<file path="config.mk">
export PLATFORM = sky130hd
export DESIGN_NAME = graph6_edge_decoder_top
export DESIGN_NICKNAME = d
export VERILOG_FILES = /design/src/hw/rtl/g6d_pkg.sv /design/src/hw/rtl/g6d_front.sv /design/src/hw/rtl/g6d_queue.sv /design/src/hw/rtl/g6d_back.sv /design/src/hw/rtl/graph6_edge_decoder_top.sv
export SDC_FILE = /design/constraint.sdc
export NUM_CORES = 1
export LEC_CHECK = 0
export BUFFER_PORTS_ARGS = -buffer_cell sky130_fd_sc_hd__clkbuf_2
export CORE_MARGIN = 1
export CORE_UTILIZATION = 60
export CTS_BUF_LIST = sky130_fd_sc_hd__clkbuf_16
export DETAILED_ROUTE_END_ITERATION = 7
export GPL_TIMING_DRIVEN = 0
export PLACE_DENSITY = 0.85
export SLEW_MARGIN = 10
export SYNTH_ARGS = -nofsm -noshare
export SYNTH_HDL_FRONTEND = slang
export SYNTH_SLANG_ARGS = --single-unit
</file>
<file path="constraint.sdc">
create_clock -name clock -period 6.6 [get_ports clock]
set_input_delay 0.66 -clock clock [delete_from_list [all_inputs] [get_ports clock]]
set_output_delay 0.66 -clock clock [all_outputs]
set_load 0.02 [all_outputs]
</file>
<file path="src/hw/rtl/g6d_pkg.sv">
// Shared types and constants for the graph6 edge decoder.
// No dependencies; imported by every module of the decoder.
package g6d_pkg;

   localparam int SYM_W   = 8;
   localparam int VERT_W  = 6;
   localparam int KIND_W  = 2;
   localparam int BITS_W  = 6;
   localparam int STEP_W  = 3;
   localparam int PAIR_W  = 11;

   localparam logic [SYM_W-1:0] HEADER_BIAS    = 8'd63;
   localparam logic [SYM_W-1:0] LONG_FORM_MARK = 8'd126;
   localparam int               TOP_BIT        = 5;

   localparam logic [KIND_W-1:0] KIND_EDGE   = 2'd0;
   localparam logic [KIND_W-1:0] KIND_HEADER = 2'd1;
   localparam logic [KIND_W-1:0] KIND_ERROR  = 2'd2;

   localparam int QUEUE_DEPTH = 4;
   localparam int QPTR_W      = $clog2(QUEUE_DEPTH);

   typedef enum logic [1:0] {
      OP_HEADER = 2'd0,
      OP_ERROR  = 2'd1,
      OP_DATA   = 2'd2
   } op_type;

   // One classified transaction handed from the front to the back.
   typedef struct packed {
      op_type              op;
      logic [VERT_W-1:0]   vcount;
      logic [BITS_W-1:0]   bits;
      logic [STEP_W-1:0]   steps;
   } cmd_type;

   // Queue status seen by the front.
   typedef struct packed {
      logic full;
   } qstat_type;

   // Queue head seen by the back.
   typedef struct packed {
      logic    valid;
      cmd_type cmd;
   } qhead_type;

endpackage

</file>
<file path="src/hw/rtl/g6d_front.sv">
// Front end: accepts graph6 characters, classifies headers and data,
// tracks the remaining pair budget and pushes commands. Uses g6d_pkg.
module g6d_front import g6d_pkg::*; #(
   parameter int MAX_VERTICES = 62
) (
   input  logic               clock,
   input  logic               reset,
   input  logic               req_valid,
   output logic               req_stall,
   input  logic [SYM_W-1:0]   req_symbol,
   input  logic               req_graph_start,
   input  qstat_type          qstat,
   output logic               push,
   output cmd_type            push_cmd
);

   logic              active_ff, active_in;
   logic [PAIR_W-1:0] pairs_left_ff, pairs_left_in;

   logic              accept;
   logic [SYM_W-1:0]  sym_off;
   logic              header_ok;
   logic [VERT_W-1:0] nverts;
   logic [PAIR_W-1:0] header_pairs;
   logic [STEP_W-1:0] steps;
   logic [BITS_W-1:0] mask;

   assign req_stall = qstat.full;
   assign accept    = req_valid && !qstat.full;
   assign sym_off   = req_symbol - HEADER_BIAS;
   assign nverts    = sym_off[VERT_W-1:0];

   assign header_ok = (req_symbol >= HEADER_BIAS) && (req_symbol != LONG_FORM_MARK) &&
                      ({24'd0, sym_off} <= 32'(MAX_VERTICES));

   // n*(n-1)/2 pairs in the upper triangle
   always_comb begin
      logic [2*VERT_W-1:0] prod;
      prod = (nverts == '0) ? '0 : nverts * (nverts - VERT_W'(1));
      header_pairs = PAIR_W'(prod >> 1);
   end

   assign steps = (pairs_left_ff >= PAIR_W'(BITS_W)) ? STEP_W'(BITS_W)
                                                       : pairs_left_ff[STEP_W-1:0];

   // keep only the bits that land on a remaining pair
   always_comb begin
      for (int b = 0; b < BITS_W; b++) begin
         mask[b] = (STEP_W'(TOP_BIT - b) < steps);
      end
   end

   always_comb begin
      active_in       = active_ff;
      pairs_left_in   = pairs_left_ff;
      push            = 1'b0;
      push_cmd.op     = OP_DATA;
      push_cmd.vcount = nverts;
      push_cmd.bits   = sym_off[BITS_W-1:0] & mask;
      push_cmd.steps  = steps;
      if (accept) begin
         if (req_graph_start) begin
            push = 1'b1;
            if (header_ok) begin
               push_cmd.op   = OP_HEADER;
               active_in     = 1'b1;
               pairs_left_in = header_pairs;
            end else begin
               push_cmd.op   = OP_ERROR;
               active_in     = 1'b0;
               pairs_left_in = '0;
            end
         end else if (active_ff && steps != '0) begin
            push          = 1'b1;
            pairs_left_in = pairs_left_ff - PAIR_W'(steps);
         end
      end
   end

   always_ff @(posedge clock) begin
      if (reset) begin
         active_ff     <= 1'b0;
         pairs_left_ff <= '0;
      end else begin
         active_ff     <= active_in;
         pairs_left_ff <= pairs_left_in;
      end
   end

endmodule

</file>
<file path="src/hw/rtl/g6d_queue.sv">
// Short command queue between the front and the back of the decoder.
// Uses g6d_pkg for the command type and depth.
module g6d_queue import g6d_pkg::*; (
   input  logic      clock,
   input  logic      reset,
   input  logic      push,
   input  cmd_type   push_cmd,
   input  logic      pop,
   output qstat_type qstat,
   output qhead_type qhead
);

   cmd_type           mem_ff [QUEUE_DEPTH];
   logic [QPTR_W-1:0] wr_ptr_ff, wr_ptr_in;
   logic [QPTR_W-1:0] rd_ptr_ff, rd_ptr_in;
   logic [QPTR_W:0]   count_ff, count_in;

   assign qstat.full  = (count_ff == (QPTR_W+1)'(QUEUE_DEPTH));
   assign qhead.valid = (count_ff != '0);
   assign qhead.cmd   = mem_ff[rd_ptr_ff];

   always_comb begin
      wr_ptr_in = push ? wr_ptr_ff + QPTR_W'(1) : wr_ptr_ff;
      rd_ptr_in = pop  ? rd_ptr_ff + QPTR_W'(1) : rd_ptr_ff;
      count_in  = count_ff + (QPTR_W+1)'(push) - (QPTR_W+1)'(pop);
   end

   always_ff @(posedge clock) begin
      if (push) begin
         mem_ff[wr_ptr_ff] <= push_cmd;
      end
   end

   always_ff @(posedge clock) begin
      if (reset) begin
         wr_ptr_ff <= '0;
         rd_ptr_ff <= '0;
         count_ff  <= '0;
      end else begin
         wr_ptr_ff <= wr_ptr_in;
         rd_ptr_ff <= rd_ptr_in;
         count_ff  <= count_in;
      end
   end

endmodule

</file>
<file path="src/hw/rtl/g6d_back.sv">
// Back end: walks the pair triangle one bit per cycle while the result channel is
// not stalled, and drives the registered result channel. Uses g6d_pkg.
module g6d_back import g6d_pkg::*; (
   input  logic              clock,
   input  logic              reset,
   input  qhead_type         qhead,
   output logic              pop,
   output logic              rsp_valid,
   input  logic              rsp_stall,
   output logic [KIND_W-1:0] rsp_kind,
   output logic [VERT_W-1:0] rsp_vertex_count,
   output logic [VERT_W-1:0] rsp_edge_low,
   output logic [VERT_W-1:0] rsp_edge_high,
   output logic              rsp_last
);

   logic              busy_ff, busy_in;
   logic [BITS_W-1:0] bits_ff, bits_in;
   logic [STEP_W-1:0] steps_ff, steps_in;
   logic [VERT_W-1:0] vert_ff, vert_in;
   logic [VERT_W-1:0] row_ff, row_in;
   logic [VERT_W-1:0] col_ff, col_in;

   logic              out_valid_ff, out_valid_in;
   logic [KIND_W-1:0] kind_ff, kind_in;
   logic [VERT_W-1:0] vc_ff, vc_in;
   logic [VERT_W-1:0] lo_ff, lo_in;
   logic [VERT_W-1:0] hi_ff, hi_in;
   logic              last_ff, last_in;

   logic advance;
   logic cur_bit;
   logic rest_zero;
   logic last_step;

   assign advance   = !out_valid_ff || !rsp_stall;
   assign cur_bit   = bits_ff[TOP_BIT];
   assign rest_zero = (bits_ff[TOP_BIT-1:0] == '0);
   assign last_step = (steps_ff == STEP_W'(1));

   // take the next command when idle, or once the current walk is on its final step
   // and the result slot is not claimed twice
   assign pop = advance && qhead.valid &&
                (!busy_ff || (last_step && (!cur_bit || qhead.cmd.op == OP_DATA)));

   always_comb begin
      busy_in      = busy_ff;
      bits_in      = bits_ff;
      steps_in     = steps_ff;
      vert_in      = vert_ff;
      row_in       = row_ff;
      col_in       = col_ff;
      out_valid_in = out_valid_ff;
      kind_in      = kind_ff;
      vc_in        = vc_ff;
      lo_in        = lo_ff;
      hi_in        = hi_ff;
      last_in      = last_ff;
      if (advance) begin
         out_valid_in = 1'b0;
         if (busy_ff) begin
            if (cur_bit) begin
               out_valid_in = 1'b1;
               kind_in      = KIND_EDGE;
               vc_in        = vert_ff;
               lo_in        = row_ff;
               hi_in        = col_ff;
               last_in      = rest_zero;
            end
            bits_in  = {bits_ff[BITS_W-2:0], 1'b0};
            steps_in = steps_ff - STEP_W'(1);
            if (row_ff + VERT_W'(1) == col_ff) begin
               row_in = '0;
               col_in = col_ff + VERT_W'(1);
            end else begin
               row_in = row_ff + VERT_W'(1);
            end
            if (last_step) begin
               busy_in = 1'b0;
            end
         end
         if (pop) begin
            unique case (qhead.cmd.op)
               OP_HEADER: begin
                  vert_in      = qhead.cmd.vcount;
                  row_in       = '0;
                  col_in       = VERT_W'(1);
                  out_valid_in = 1'b1;
                  kind_in      = KIND_HEADER;
                  vc_in        = qhead.cmd.vcount;
                  lo_in        = '0;
                  hi_in        = '0;
                  last_in      = 1'b1;
               end
               OP_ERROR: begin
                  out_valid_in = 1'b1;
                  kind_in      = KIND_ERROR;
                  vc_in        = '0;
                  lo_in        = '0;
                  hi_in        = '0;
                  last_in      = 1'b1;
               end
               OP_DATA: begin
                  busy_in  = 1'b1;
                  bits_in  = qhead.cmd.bits;
                  steps_in = qhead.cmd.steps;
               end
               default: begin
                  busy_in = busy_in;
               end
            endcase
         end
      end
   end

   always_ff @(posedge clock) begin
      if (reset) begin
         busy_ff      <= 1'b0;
         out_valid_ff <= 1'b0;
         vert_ff      <= '0;
         row_ff       <= '0;
         col_ff       <= VERT_W'(1);
      end else begin
         busy_ff      <= busy_in;
         out_valid_ff <= out_valid_in;
         vert_ff      <= vert_in;
         row_ff       <= row_in;
         col_ff       <= col_in;
      end
   end

   always_ff @(posedge clock) begin
      bits_ff  <= bits_in;
      steps_ff <= steps_in;
      kind_ff  <= kind_in;
      vc_ff    <= vc_in;
      lo_ff    <= lo_in;
      hi_ff    <= hi_in;
      last_ff  <= last_in;
   end

   assign rsp_valid        = out_valid_ff;
   assign rsp_kind         = kind_ff;
   assign rsp_vertex_count = vc_ff;
   assign rsp_edge_low     = lo_ff;
   assign rsp_edge_high    = hi_ff;
   assign rsp_last         = last_ff;

endmodule

</file>
<file path="src/hw/rtl/graph6_edge_decoder_top.sv">
// Channel  Direction  Handshake             Payload
// req      in         req_valid/req_stall   req_symbol, req_graph_start
// rsp      out        rsp_valid/rsp_stall   rsp_kind, rsp_vertex_count, rsp_edge_low,
//                                           rsp_edge_high, rsp_last
//
// A data character covers up to 6 remaining pairs, which the back end visits with
// its one-bit-per-cycle pair walk.
// The front accepts a character every cycle while the 4-entry queue has room.
// Reset is synchronous and clears the walk, the queue and the result register.
// rsp_stall holds a valid result in the register and freezes the walk; req_stall rises when
// the queue is full. Depends on g6d_pkg, g6d_front, g6d_queue and g6d_back.
module graph6_edge_decoder_top import g6d_pkg::*; #(
   parameter int MAX_VERTICES = 62
) (
   input  logic              clock,
   input  logic              reset,
   input  logic              req_valid,
   output logic              req_stall,
   input  logic [SYM_W-1:0]  req_symbol,
   input  logic              req_graph_start,
   output logic              rsp_valid,
   input  logic              rsp_stall,
   output logic [KIND_W-1:0] rsp_kind,
   output logic [VERT_W-1:0] rsp_vertex_count,
   output logic [VERT_W-1:0] rsp_edge_low,
   output logic [VERT_W-1:0] rsp_edge_high,
   output logic              rsp_last
);

   qstat_type qstat;
   qhead_type qhead;
   logic      push;
   cmd_type   push_cmd;
   logic      pop;

   g6d_front #(
      .MAX_VERTICES (MAX_VERTICES)
   ) u_front (
      .clock           (clock),
      .reset           (reset),
      .req_valid       (req_valid),
      .req_stall       (req_stall),
      .req_symbol      (req_symbol),
      .req_graph_start (req_graph_start),
      .qstat           (qstat),
      .push            (push),
      .push_cmd        (push_cmd)
   );

   g6d_queue u_queue (
      .clock    (clock),
      .reset    (reset),
      .push     (push),
      .push_cmd (push_cmd),
      .pop      (pop),
      .qstat    (qstat),
      .qhead    (qhead)
   );

   g6d_back u_back (
      .clock            (clock),
      .reset            (reset),
      .qhead            (qhead),
      .pop              (pop),
      .rsp_valid        (rsp_valid),
      .rsp_stall        (rsp_stall),
      .rsp_kind         (rsp_kind),
      .rsp_vertex_count (rsp_vertex_count),
      .rsp_edge_low     (rsp_edge_low),
      .rsp_edge_high    (rsp_edge_high),
      .rsp_last         (rsp_last)
   );

endmodule

</file>
==> impl_summary.md, run 1 <==
Critical path
In this run the register-to-register setup slack is 3260 ps. The worst setup path endpoint is u_front.pairs_left_ff[10]. The start of the worst register-to-register path is u_front.pairs_left_ff[1]. The endpoint class of the critical path is a flop. The number of cell instances on the worst register-to-register path is 7.

The type of origin of the critical path is an input pin. The data required time at the worst endpoint is 6940 ps. In this run the worst path has a maximum fanout of 10. The source of the critical timing path is req_symbol[0]. By startpoint and endpoint, the worst setup path is classified as in -> reg. Data arrives at the worst endpoint at 6550 ps. The worst register-to-register path ends at u_queue.mem_ff[3][6].

Cells and area
Compared with the post-synthesis result, the final layout area differs by 13.2%. The post-route netlist has 13.5% of its cells at a drive strength greater than 1. The number of nets in the layout is 836.

The count of placed standard cells in the final layout, fillers left out is 949. The repair_antennas step left the layout with diodes totalling 0. The finished cells cover 8810 sq um.

Die
The die width is 116 microns. In this run the standard cell core region covers 12600 sq um. The floorplan step defined a die boundary enclosing 13400 sq um. The vertical die dimension is 116 microns.

The number of ports placed on the die boundary is 36. The initial utilization of the core area, before any placement, comes to 61.7%. The floorplan has 41 rows.

CTS
The post-cts repair resize count is 0. The clock drives 139 sinks. The clock tree from TritonCTS is done. The clock root buffer master is sky130_fd_sc_hd__clkbuf_16. The count of hold buffers inserted by post-cts repair is 0. The TritonCTS buffer count is 17.

The clock tree synthesis step divided the H-tree into 4 levels. The clock slew at the register clock pins of the worst setup and hold paths is 60 ps. No sink is reached through more buffers than the 2 on the longest clock path.

The total setup buffers inserted after CTS is 0. The clock insertion delay at the later pin of the skew report is 420 ps.

Drt
In the routed design, unresolved DRC markers number 0. The final wirelength is 16700 microns. The post-detailed-route via-to-cell ratio is 6.00. The total number of vias is 5698. After detailed routing, the average wire length per cell comes to 17.6 microns.

The first detailed-routing pass took 7 iterations. The count of routing violations after the opening detailed-route iteration is 466. The count of nets left with antenna violations once routing finished came out at 0.

Power
The total leakage power is 3.44 nW. Dividing total power by cell area gives a power density of 426 nW/um^2. The total power after layout is 3.75 mW.

IR analysis of the VDD net gives a maximum drop of 0.273 mV.

STA
The number of hold violations in the final report is 0. The final critical path time including I/O delays and setup is 6210 ps. The transition time at the pin with the least slew margin is 920 ps.

The setup violation total in the final timing report is 0. The fmax is 161 MHz. In this run the tightest slew margin relative to its limit is 38.6%. The least setup slack across all paths after layout is 390 ps.

The final setup skew is 7.18 ps. The portion of the clock cycle consumed by the worst path in the final layout is 94.1%. For the final routed database, the setup TNS stands at 0 ps. Setup repair after global routing left no endpoint under its margin. The total count of max-transition violations in the final report came to 0.

Outcome
The flow ran to the end, and the final reports show no timing, DRC or antenna violations.

Synthesis
After synthesis, the netlist uses 59 different library cells. The number of flops mapped to enable cells by yosys is 98. The number of warnings issued by yosys is 0. The number of register bits inferred by synthesis is 139. Counting every instance in the synthesized netlist gives 708. The cell area that synthesis handed to floorplanning was 7790 sq um.

The leading register cell type out of synthesis is sky130_fd_sc_hd__edfxtp_1. The per-instance average area after synthesis is 11.0 sq um. For this run, asynchronously set or reset flops after synthesis account for 0%.

Sequential cells were found to cover 48.3% of the synthesized design area.

Global routing
Summed over all layers, the global routing overflow is 0. Global routing used 27.1% of the available tracks across all layers. The via count of the first global-routing pass is 5632.

The initial antenna violation count is 0. Entering global routing, the biggest net connects 36 pins. The first global-routing pass estimated 27400 microns of wire.

Worst hold path
The path class of the tightest hold or removal check is reg -> reg. The worst min-delay path startpoint is u_back.vert_ff[1].

Placement
The estimated wirelength of the detail-placed design is 11900 microns. The congestion estimate from routability-driven global placement came to 0.873. After detailed placement, the design holds a cell count of 917.

Before CTS, the worst setup slack after placement is 46.3 ps. Summing all placed instances gives a cell area of 8190 sq um. In this run the tool buffered the top-level ports with 34 buffer cells.

Flow run
Across the run, the number of max-cap violations was 0.
-- worst max-delay path, cell delays in order --
cell,delay [ps]
sky130_fd_sc_hd__clkbuf_2,190
sky130_fd_sc_hd__ha_1,290
sky130_fd_sc_hd__inv_1,100
sky130_fd_sc_hd__ha_1,300
sky130_fd_sc_hd__clkbuf_1,360
sky130_fd_sc_hd__inv_1,240
sky130_fd_sc_hd__nor3_1,500
sky130_fd_sc_hd__nand3_1,150
sky130_fd_sc_hd__ha_1,360
sky130_fd_sc_hd__or2_2,300
sky130_fd_sc_hd__fa_1,500
sky130_fd_sc_hd__inv_1,60
sky130_fd_sc_hd__fa_1,480
sky130_fd_sc_hd__inv_1,60
sky130_fd_sc_hd__fa_1,530
sky130_fd_sc_hd__inv_1,40
sky130_fd_sc_hd__ha_1,240
sky130_fd_sc_hd__a211oi_1,300
sky130_fd_sc_hd__o21ai_0,160
sky130_fd_sc_hd__a31oi_1,230
sky130_fd_sc_hd__xnor2_1,180
sky130_fd_sc_hd__nand4_1,130
sky130_fd_sc_hd__a21oi_1,160
-- kinds of logic (layout without fill, tap and decap cells) --
group | after synthesis | after routing | synth area share (%)
adder cells (fa/ha/maj) | 59 | 59 | 12.0
multiplexers | 35 | 35 | 7.10
flip-flops | 139 | 139 | 48.3
XOR/XNOR | 35 | 35 | 4.13
other | 2 | 5 | 0.0964
AND/OR/NAND/NOR | 227 | 227 | 14.0
AO/OA/AOI/OAI | 124 | 124 | 9.94
buffers and inverters | 87 | 153 | 4.43
-- cells in the mapped netlist, types with 3 or more instances --
master                      n  area [sq um]
sky130_fd_sc_hd__nand2b_1   8          50.1
sky130_fd_sc_hd__fa_1      26           521
sky130_fd_sc_hd__xnor2_1   22           193
sky130_fd_sc_hd__nor2b_1    7          43.8
sky130_fd_sc_hd__xor2_1    11          96.3
sky130_fd_sc_hd__nand2_1   63           236
sky130_fd_sc_hd__mux2i_1   17           170
sky130_fd_sc_hd__buf_2      9          45.0
sky130_fd_sc_hd__edfxtp_1  98          2940
sky130_fd_sc_hd__ha_1      33           413
sky130_fd_sc_hd__or4_1      3          22.5
sky130_fd_sc_hd__nor4_1     7          43.8
sky130_fd_sc_hd__inv_1     53           199
sky130_fd_sc_hd__a31oi_1   12          75.1
sky130_fd_sc_hd__o21bai_1   3          22.5
sky130_fd_sc_hd__nor2_1    64           240
sky130_fd_sc_hd__or3_1      3          18.8
sky130_fd_sc_hd__nor3_1    14          70.1
sky130_fd_sc_hd__nand4_1   10          62.6
sky130_fd_sc_hd__dfxtp_1   41           821
sky130_fd_sc_hd__buf_1      3          11.3
sky130_fd_sc_hd__a21o_1     5          37.5
sky130_fd_sc_hd__a211oi_1  10          75.1
sky130_fd_sc_hd__and2_1     8          50.1
sky130_fd_sc_hd__clkbuf_1  19          71.3
sky130_fd_sc_hd__or2_2      3          18.8
sky130_fd_sc_hd__and3_1     4          25.0
sky130_fd_sc_hd__a21oi_1   48           240
sky130_fd_sc_hd__mux4_2    16           360
sky130_fd_sc_hd__o21ai_0   26           130
sky130_fd_sc_hd__nand3_1   25           125
-- cells in the final DEF, fill, tap and decap left out, types with 4 or more instances in the layout --
cell	n
sky130_fd_sc_hd__o21ai_0	26
sky130_fd_sc_hd__fa_1	26
sky130_fd_sc_hd__nand2b_1	8
sky130_fd_sc_hd__and3_1	4
sky130_fd_sc_hd__edfxtp_1	98
sky130_fd_sc_hd__conb_1	5
sky130_fd_sc_hd__buf_2	9
sky130_fd_sc_hd__nand2_1	63
sky130_fd_sc_hd__a21o_1	5
sky130_fd_sc_hd__xor2_1	11
sky130_fd_sc_hd__nand4_1	10
sky130_fd_sc_hd__clkbuf_1	19
sky130_fd_sc_hd__nor2_1	64
sky130_fd_sc_hd__nor3_1	14
sky130_fd_sc_hd__and2_1	8
sky130_fd_sc_hd__nand3_1	25
sky130_fd_sc_hd__bufinv_16	4
sky130_fd_sc_hd__nor2b_1	7
sky130_fd_sc_hd__a211oi_1	10
sky130_fd_sc_hd__clkbuf_16	18
sky130_fd_sc_hd__nor4_1	7
sky130_fd_sc_hd__a21oi_1	48
sky130_fd_sc_hd__mux4_2	16
sky130_fd_sc_hd__dfxtp_1	41
sky130_fd_sc_hd__ha_1	33
sky130_fd_sc_hd__inv_1	55
sky130_fd_sc_hd__xnor2_1	22
sky130_fd_sc_hd__mux2i_1	17
sky130_fd_sc_hd__clkbuf_2	34
sky130_fd_sc_hd__a31oi_1	12
-- power by group --
part	internal [mW]	switching, mW	total [mW]
clock network	0.649	0.350	0.999
registers	1.18	0.103	1.28
logic	0.568	0.904	1.47
-- how the worst min path moves through the flow --
stage / endpoint / slack (ps) / cells past startpoint
3_3_place_gp: u_back.vert_ff[1] / 440 / 2
2_1_floorplan: u_back.vert_ff[0] / 440 / 2
6_report: u_back.vert_ff[1] / 460 / 2
4_1_cts: u_back.vert_ff[0] / 460 / 2
3_5_place_dp: u_back.vert_ff[0] / 450 / 2
5_1_grt: u_back.vert_ff[3] / 480 / 2
-- layer usage --
| layer | up-vias | routed length (microns) | global-route usage, % |
|---|---|---|---|
| met2 | 233 | 8390 | 45.9 |
| met1 | 2772 | 6810 | 33.0 |
| met3 | 49 | 925 | 5.23 |
| met4 | 0 | 557 | 14.6 |
| li1 | 2644 | - | - |
| met5 | - | 0 | 0 |
-- flip-flops by register name (all words and copies together) (netlist names), named ones only --
register and cells:
u_queue.wr_ptr_ff 2, u_back.vert_ff 6, u_back.row_ff 6, u_queue.rd_ptr_ff 2
u_back.rsp_edge_high 6, u_queue.count_ff 3, u_back.rsp_valid 1, u_front.active_ff 1
u_queue.mem_ff 68, u_back.bits_ff 6, u_back.busy_ff 1, u_back.rsp_vertex_count 6
u_back.rsp_last 1, u_front.pairs_left_ff 11, u_back.rsp_kind 2, u_back.steps_ff 3
u_back.col_ff 6, u_back.rsp_edge_low 6
-- area by class of cell --
class / instances / area (sq um)
Buffer: 32 / 139
Tap cell: 172 / 215
Multi-Input combinational cell: 485 / 3690
Timing Repair Buffer: 34 / 170
Inverter: 55 / 206
Clock inverter: 14 / 179
Fill cell: 879 / 3800
Clock buffer: 18 / 450
Sequential cell: 139 / 3760
-- stage by stage --
stage / hold WS [ps] / util [%]
4_1_cts: 462 / 69.8
3_5_place_dp: 455 / 64.9
5_1_grt: 477 / 69.8
3_3_place_gp: 441 / 64.9
6_report: 464 / 69.8
2_1_floorplan: 436 / -
Note: power is estimated with default switching activity, not from simulation.
==> run 2, diff against run 1 <==
--- a/config.mk
+++ b/config.mk
@@ -6,12 +6,14 @@
 export NUM_CORES = 1
 export LEC_CHECK = 0
 export BUFFER_PORTS_ARGS = -buffer_cell sky130_fd_sc_hd__clkbuf_2
+export CELL_PAD_IN_SITES_DETAIL_PLACEMENT = 1
+export CELL_PAD_IN_SITES_GLOBAL_PLACEMENT = 2
 export CORE_MARGIN = 1
-export CORE_UTILIZATION = 60
+export CORE_UTILIZATION = 42
 export CTS_BUF_LIST = sky130_fd_sc_hd__clkbuf_16
 export DETAILED_ROUTE_END_ITERATION = 7
 export GPL_TIMING_DRIVEN = 0
-export PLACE_DENSITY = 0.85
+export PLACE_DENSITY = 0.87
 export SLEW_MARGIN = 10
 export SYNTH_ARGS = -nofsm -noshare
 export SYNTH_HDL_FRONTEND = slang
==> impl_summary.md, run 2 (synthesized netlist as in run 1, its figures left out) <==
Outcome
The flow ran to the end, but the final reports show violations. The checks that failed: design-rule violations.

Critical path
The most numerous cell type found on the critical path is sky130_fd_sc_hd__inv_1. The worst setup path is launched from an input pin. Broken down by cell family, the worst path's largest delay share belongs to adder cells. The critical path in this run is classified as in -> reg. The signal on the critical path passes through clkbuf_2, ha_1, inv_1, ha_1, clkbuf_1, inv_1, nor3_2, nand3_1, ha_1, or2_2, fa_1, inv_1, fa_1, inv_1, fa_1, inv_1, ha_1, a211oi_1, o21ai_0, a31oi_1, xnor2_1, nand4_1, a21oi_1. On the worst path, the slowest cell contributes a delay of 520 ps. The highest-delay cell along the critical path is sky130_fd_sc_hd__fa_1. The maximum fanout along the worst path is 10. The critical path buffer and inverter count is 7.

The worst register-to-register path begins at u_front.pairs_left_ff[1]. The data required time at the worst endpoint is 6940 ps. The source of the critical timing path is req_symbol[0]. The data arrival time of the critical path is 6490 ps. The endpoint class of the critical path is a flop.

Global routing
The via count of the first global-routing pass was 6180. The total overflow reported by the global router is 0. The initial antenna violation count is 0.

The first-pass GRT wire length is 31700 microns. The maximum number of pins on one net before global-route repair is 36. Across every metal layer, demand over resource in global routing totals 21.6%.

Cells and area
The count of fill cells added during filler insertion is 1956. The post-route netlist has 13.3% of its cells at a drive strength greater than 1. The most common library cell in the layout ignoring fill and taps is sky130_fd_sc_hd__edfxtp_1. For this run, the post-layout net count is 836. The number of flip-flops in the largest register is 68. Compared with the post-synthesis result, the final layout area differs by 13.1%. 0 antenna diodes ended up in the layout. Once layout is complete, the cells apart from fillers number 1006. Counting flops per register, the top entry is u_queue.mem_ff. In the layout the commonest cells are sky130_fd_sc_hd__edfxtp_1 (98), sky130_fd_sc_hd__nor2_1 (64), sky130_fd_sc_hd__nand2_1 (63). The largest registers in the layout are u_queue.mem_ff: 68 flops, u_front.pairs_left_ff: 11 flops.

CTS
The clock reaches the later pin of the worst-skew pair after 430 ps. The maximum number of buffers from clock root to sink is 2. The clock root buffer master is sky130_fd_sc_hd__clkbuf_16. TritonCTS built the clock tree. The CTS sink count is 139. After clock tree synthesis, the clock-pin slew on the worst setup and hold paths is 50 ps. The number of H-tree levels is 4. The TritonCTS buffer count is 17.

STA
The number of hold violations in the final report is 0. For the pin with the worst max-slew slack, the measured transition is 956 ps. The total count of max-transition violations in the final report came to 0. The portion of the clock cycle consumed by the worst path in the final layout is 93.2%. Setup violations remaining at the end of the flow were counted as 0. After layout, the minimum clock period comes to 6150 ps. Adding up every negative setup slack in the final design gives 0 ps. Setup repair after global routing left no endpoint under its margin. The fmax is 163 MHz. Final hold analysis gives a worst-case slack of 459 ps. The final setup skew is 8.68 ps.

The relative slew slack is 36.3%.

Placement
The total of buffers placed on input and output ports is 34. The number of placed instances with taps included is 974. The final weighted congestion in routability-driven placement is 0.878.

Detailed placement ended at an HPWL of 13900 microns.

Drt
The count of nets left with antenna violations once routing finished came out at 0. Detailed routing inserted a total of 5543 vias. The post-route DRC violation count is 4.

The final layout contains routed wiring with a total length of 19000 microns. Dividing the detail-routed wire length by the instance count gives 18.9 microns. The first routing iteration left 364 violations.

The number of detailed-routing iterations run before antenna repair is 7. The post-detailed-route via-to-cell ratio is 5.51.

Die
Once the floorplan was initialized, standard cells occupied 43.1% of the core. The floorplan step defined a core boundary enclosing 18100 sq um. The vertical die dimension is 138 microns. The overall die area is 19100 sq um. The row count is 49. The number of ports placed on the die boundary is 36. The die width is 138 microns.

Power
The worst-case IR drop observed on VDD is 0.222 mV. After layout, the design draws a total of 3.68 mW. Summed over all cells, the static leakage comes to 3.41 nW. The power density normalized to cell area is 418 nW/um^2.

Worst hold path
The startpoint identified for the worst hold timing path is u_back.vert_ff[5]. The path class of the tightest hold or removal check is reg -> reg.

Flow run
The max-capacitance violation count is 0.
run 2: cell types whose count changed in the layout (fill, tap and decap cells not counted), sizes merged:
cell    before  now
inv         58   59
clkinv       6    8
bufinv       4    2
clkbuf      71   70
run 2: power by group:
group	switching, mW	total [mW]	internal (mW)
registers	0.104	1.28	1.18
clock network	0.350	0.891	0.541
logic	0.931	1.50	0.572
total	1.39	3.68	2.29
run 2: metal layers:
metal	wire length [microns]	global-route usage [%]	vias to the layer above
met5	0	0	-
met4	532	9.28	0
met3	570	4.43	39
met2	9830	38.9	97
met1	8030	24.8	2767
li1	-	-	2640
run 2: through the flow:
| stage | setup slack, ps | util, % | area, sq um |
|---|---|---|---|
| 6_report | 448 | 48.7 | 8810 |
| 5_1_grt | 24.4 | 48.7 | 8810 |
| 4_1_cts | 376 | 48.7 | 8800 |
| 3_5_place_dp | -26.6 | 45.7 | 8260 |
| 3_3_place_gp | 74.6 | 45.7 | 8260 |
| 2_1_floorplan | 1080 | - | 7800 |
run 2: path summary, 6_finish.rpt:
check                              endpoint  slack, ps  depth (start not counted)
setup / recovery  u_front.pairs_left_ff[10]        450                         23
hold / removal            u_back.vert_ff[5]        460                          2
setup reg to reg       u_queue.mem_ff[3][6]       3170                          7
hold reg to reg           u_back.vert_ff[5]        460                          2
run 2: cell type report:
type	instances	area [sq um]	area share, %
well taps	229	287	3.25
plain buffers	32	139	1.58
flip-flops and latches	139	3760	42.7
clock inverters	15	119	1.35
repair buffers	34	170	1.93
multi-input cells	485	3700	42.0
inverters	55	206	2.34
clock buffers	17	425	4.83
run 2: worst reg2reg max path: stages (launching register included):
cell                       delay (ps)
sky130_fd_sc_hd__dfxtp_1          300
sky130_fd_sc_hd__clkbuf_1         390
sky130_fd_sc_hd__nor4_1           120
sky130_fd_sc_hd__and3_1           280
sky130_fd_sc_hd__a211oi_1         350
sky130_fd_sc_hd__buf_2            300
sky130_fd_sc_hd__buf_1            460
sky130_fd_sc_hd__and2_1           840
run 2: repair_timing:
item | CTS | global route
gates resized for setup | 0 | 1
hold buffers | 0 | 0
buffers inserted | 0 | 0
setup endpoints to repair | 0 | 1
==> run 3, diff against run 2 <==
--- a/config.mk
+++ b/config.mk
@@ -13,7 +13,7 @@
 export CTS_BUF_LIST = sky130_fd_sc_hd__clkbuf_16
 export DETAILED_ROUTE_END_ITERATION = 7
 export GPL_TIMING_DRIVEN = 0
-export PLACE_DENSITY = 0.87
+export PLACE_DENSITY_LB_ADDON = 0.1
 export SLEW_MARGIN = 10
 export SYNTH_ARGS = -nofsm -noshare
 export SYNTH_HDL_FRONTEND = slang
==> impl_summary.md, run 3 (synthesized netlist as in run 1, its figures left out) <==
STA
The final critical path time including I/O delays and setup is 6180 ps. The relative slew slack is 37.0%. In the finished design, the share of the clock period the worst path needs comes to 93.7%. Setup repair after global routing left no endpoint under its margin.

The number of hold violations in the final report is 0. The total count of max-transition violations in the final report is 0. At the pin with the least slew margin, the transition time is 945 ps. The fmax is 162 MHz. Setup violations remaining at the end of the flow were counted as 0. The worst hold margin is 462 ps.

On the final layout, the worst clock skew is 15.0 ps.

Power
Power spread over the standard cell area amounts to 425 nW/um^2. The design draws 3.76 mW. IR analysis of the VDD net gives a maximum drop of 0.191 mV.

Summed over all cells, the static leakage comes to 3.44 nW.

Cells and area
The count of placed standard cells in the final layout, fillers left out is 1006. The area used by sequential logic in the layout is 3760 sq um. Compared with the post-synthesis result, the final layout area differs by 13.7%. The finished cells cover 8860 sq um. After the last flow step, the layout net total stands at 836. The largest registers in the layout are u_queue.mem_ff: 68 flops, u_front.pairs_left_ff: 11 flops. The filler cells instantiated in the layout total 1972. The post-route netlist has 13.3% of its cells at a drive strength greater than 1. Leaving out fill and tap cells, the most frequent cell in the layout is sky130_fd_sc_hd__edfxtp_1. The final core utilization is 49.0%.

The multi-input gate area in the final layout is 3700 sq um. The repair_antennas step left the layout with diodes totalling 0. Leaving out fill and tap cells, the most frequent cells in the layout are sky130_fd_sc_hd__edfxtp_1 (98), sky130_fd_sc_hd__nor2_1 (64), sky130_fd_sc_hd__nand2_1 (63). The register with the most flip-flops in the final layout is u_queue.mem_ff. The register with the most flip-flops in the layout has 68 of them.

Critical path
For the worst setup path, the data required time is 6950 ps. The endpoint class of the critical path is a flop. The cell occurring most often along the worst timing path is sky130_fd_sc_hd__inv_1. The worst setup path is launched from an input pin. The slowest stage of the critical path belongs to the cell sky130_fd_sc_hd__fa_1.

Data arrives at the worst endpoint at 6530 ps. Of all nets on the critical path, the largest fanout is 10. The start of the worst register-to-register path is u_front.pairs_left_ff[1]. Traced cell by cell, the critical path runs through clkbuf_2, ha_1, inv_1, ha_1, clkbuf_1, inv_1, nor3_2, nand3_1, ha_1, or2_2, fa_1, inv_1, fa_1, inv_1, fa_1, inv_1, ha_1, o21ai_0, o21ai_0, a31oi_1, xnor2_1, nand4_1, a21oi_1. The startpoint-to-endpoint class of the critical path is in -> reg.

In this design, the stage delay of the slowest critical-path cell is 530 ps. The source of the critical timing path is req_symbol[0].

Flow run
The max-capacitance violation count is 0.

CTS
The TritonCTS buffer count is 17. The CTS sink count is 139. The clock root buffer master is sky130_fd_sc_hd__clkbuf_16.

Once the clock tree was built, the resizer swapped 0 gates to a different size. No sink is reached through more buffers than the 2 on the longest clock path. The H-tree generated during clock tree synthesis spans 4 levels. TritonCTS built the clock tree. For this design, the CTS-stage hold fixing added 0 buffers. For the worst-skew pair, the clock arrives at the later sink with an insertion delay of 430 ps. After clock tree synthesis, the clock-pin slew on the worst setup and hold paths is 60 ps. The total setup buffers inserted after CTS is 0.

Global routing
The initial antenna violation count came to 0. The total overflow reported by the global router is 0. The maximum number of pins on one net before global-route repair is 36. The global-route usage over all layers is 21.9%. The first-pass GRT wire length is 32200 microns. The via count of the first global-routing pass is 6053.

Drt
After detailed routing, the number of vias per cell comes to 5.48. Before antenna repair, the detailed router went through 6 iterations. After the first detailed-routing iteration, the DRC count stood at 210. In this run the remaining antenna-violating nets after routing total 0. The post-route DRC violation count is 6. After detailed routing, the average wire length per cell comes to 19.4 microns. After detailed routing, the total wire length is 19500 microns. Across all layers, the routed design uses 5516 vias.

Outcome
The checks that failed: design-rule violations. The flow ran to the end, but the final reports show violations.

Die
From bottom edge to top edge, the die measures 138 microns. The initial utilization of the core area, before any placement, comes to 43.1%. The die width is 138 microns. After floorplanning, the core was divided into 49 placement rows. The die covers 19100 sq um. The number of ports placed on the die boundary is 36. The core region area is 18100 sq um.

Placement
The HPWL after detailed placement is 14500 microns. The final weighted congestion in routability-driven placement is 0.803. The total cell area at the placement stage is 8260 sq um. The number of placed instances with taps included is 974. During placement, the flow inserted port buffers numbering 34.

Worst hold path
The tightest min-delay check is of the reg -> reg type. The worst hold path begins at u_back.vert_ff[0].
-- run 3: cell count changes in the layout (fill, tap and decap cells not counted) --
cell                        delta
sky130_fd_sc_hd__bufinv_16     +2
sky130_fd_sc_hd__clkinv_1      -3
sky130_fd_sc_hd__clkinv_2      -2
sky130_fd_sc_hd__inv_1         +3
-- run 3: critical path: cells and delay by family --
kind / cells / cell delay [ps]
buffers and inverters: 7 / 1130
AOI/OAI and AO/OA: 4 / 830
adders and majority gates: 7 / 2800
and+or+nand+nor: 4 / 930
xor gates and xnor gates: 1 / 170
-- run 3: final cells by class --
| cell class | count | area share, % |
|---|---|---|
| flip-flops and latches | 139 | 42.5 |
| multi-input cells | 485 | 41.7 |
| clock buffers | 17 | 4.80 |
| well taps | 229 | 3.24 |
| inverters | 55 | 2.33 |
| repair buffers | 34 | 1.92 |
| clock inverters | 15 | 1.91 |
| plain buffers | 32 | 1.57 |
-- run 3: power by group --
part	leakage (nW)	total (mW)	internal, mW	switching, mW
combinational	1.83	1.51	0.571	0.934
clock	0.315	0.972	0.619	0.353
sequential	1.29	1.28	1.18	0.106
total	3.44	3.76	2.37	1.39
-- run 3: path summary, 6_finish.rpt --
check                                    to  slack, ps  cells after the start
hold reg to reg           u_back.vert_ff[0]        460                      2
setup / recovery  u_front.pairs_left_ff[10]        420                     23
setup reg to reg       u_queue.mem_ff[3][3]       3140                      7
hold / removal            u_back.vert_ff[0]        460                      2
-- run 3: metrics by stage --
step	worst slack, ps	setup TNS [ps]
after global routing	41.3	0
after global placement	-50.1	-50.1
after floorplan	1080	0
after detailed placement	-103	-144
final	418	0
after CTS	324	0
-- run 3: layer usage --
metal	track usage [%]	wire [microns]	vias up	part of all wire [%]
li1	-	-	2640	-
met1	26.1	8580	2788	44
met2	39.6	10200	60	52
met3	4.12	384	28	2.0
met4	7.87	342	0	1.8
met5	0	0	-	0
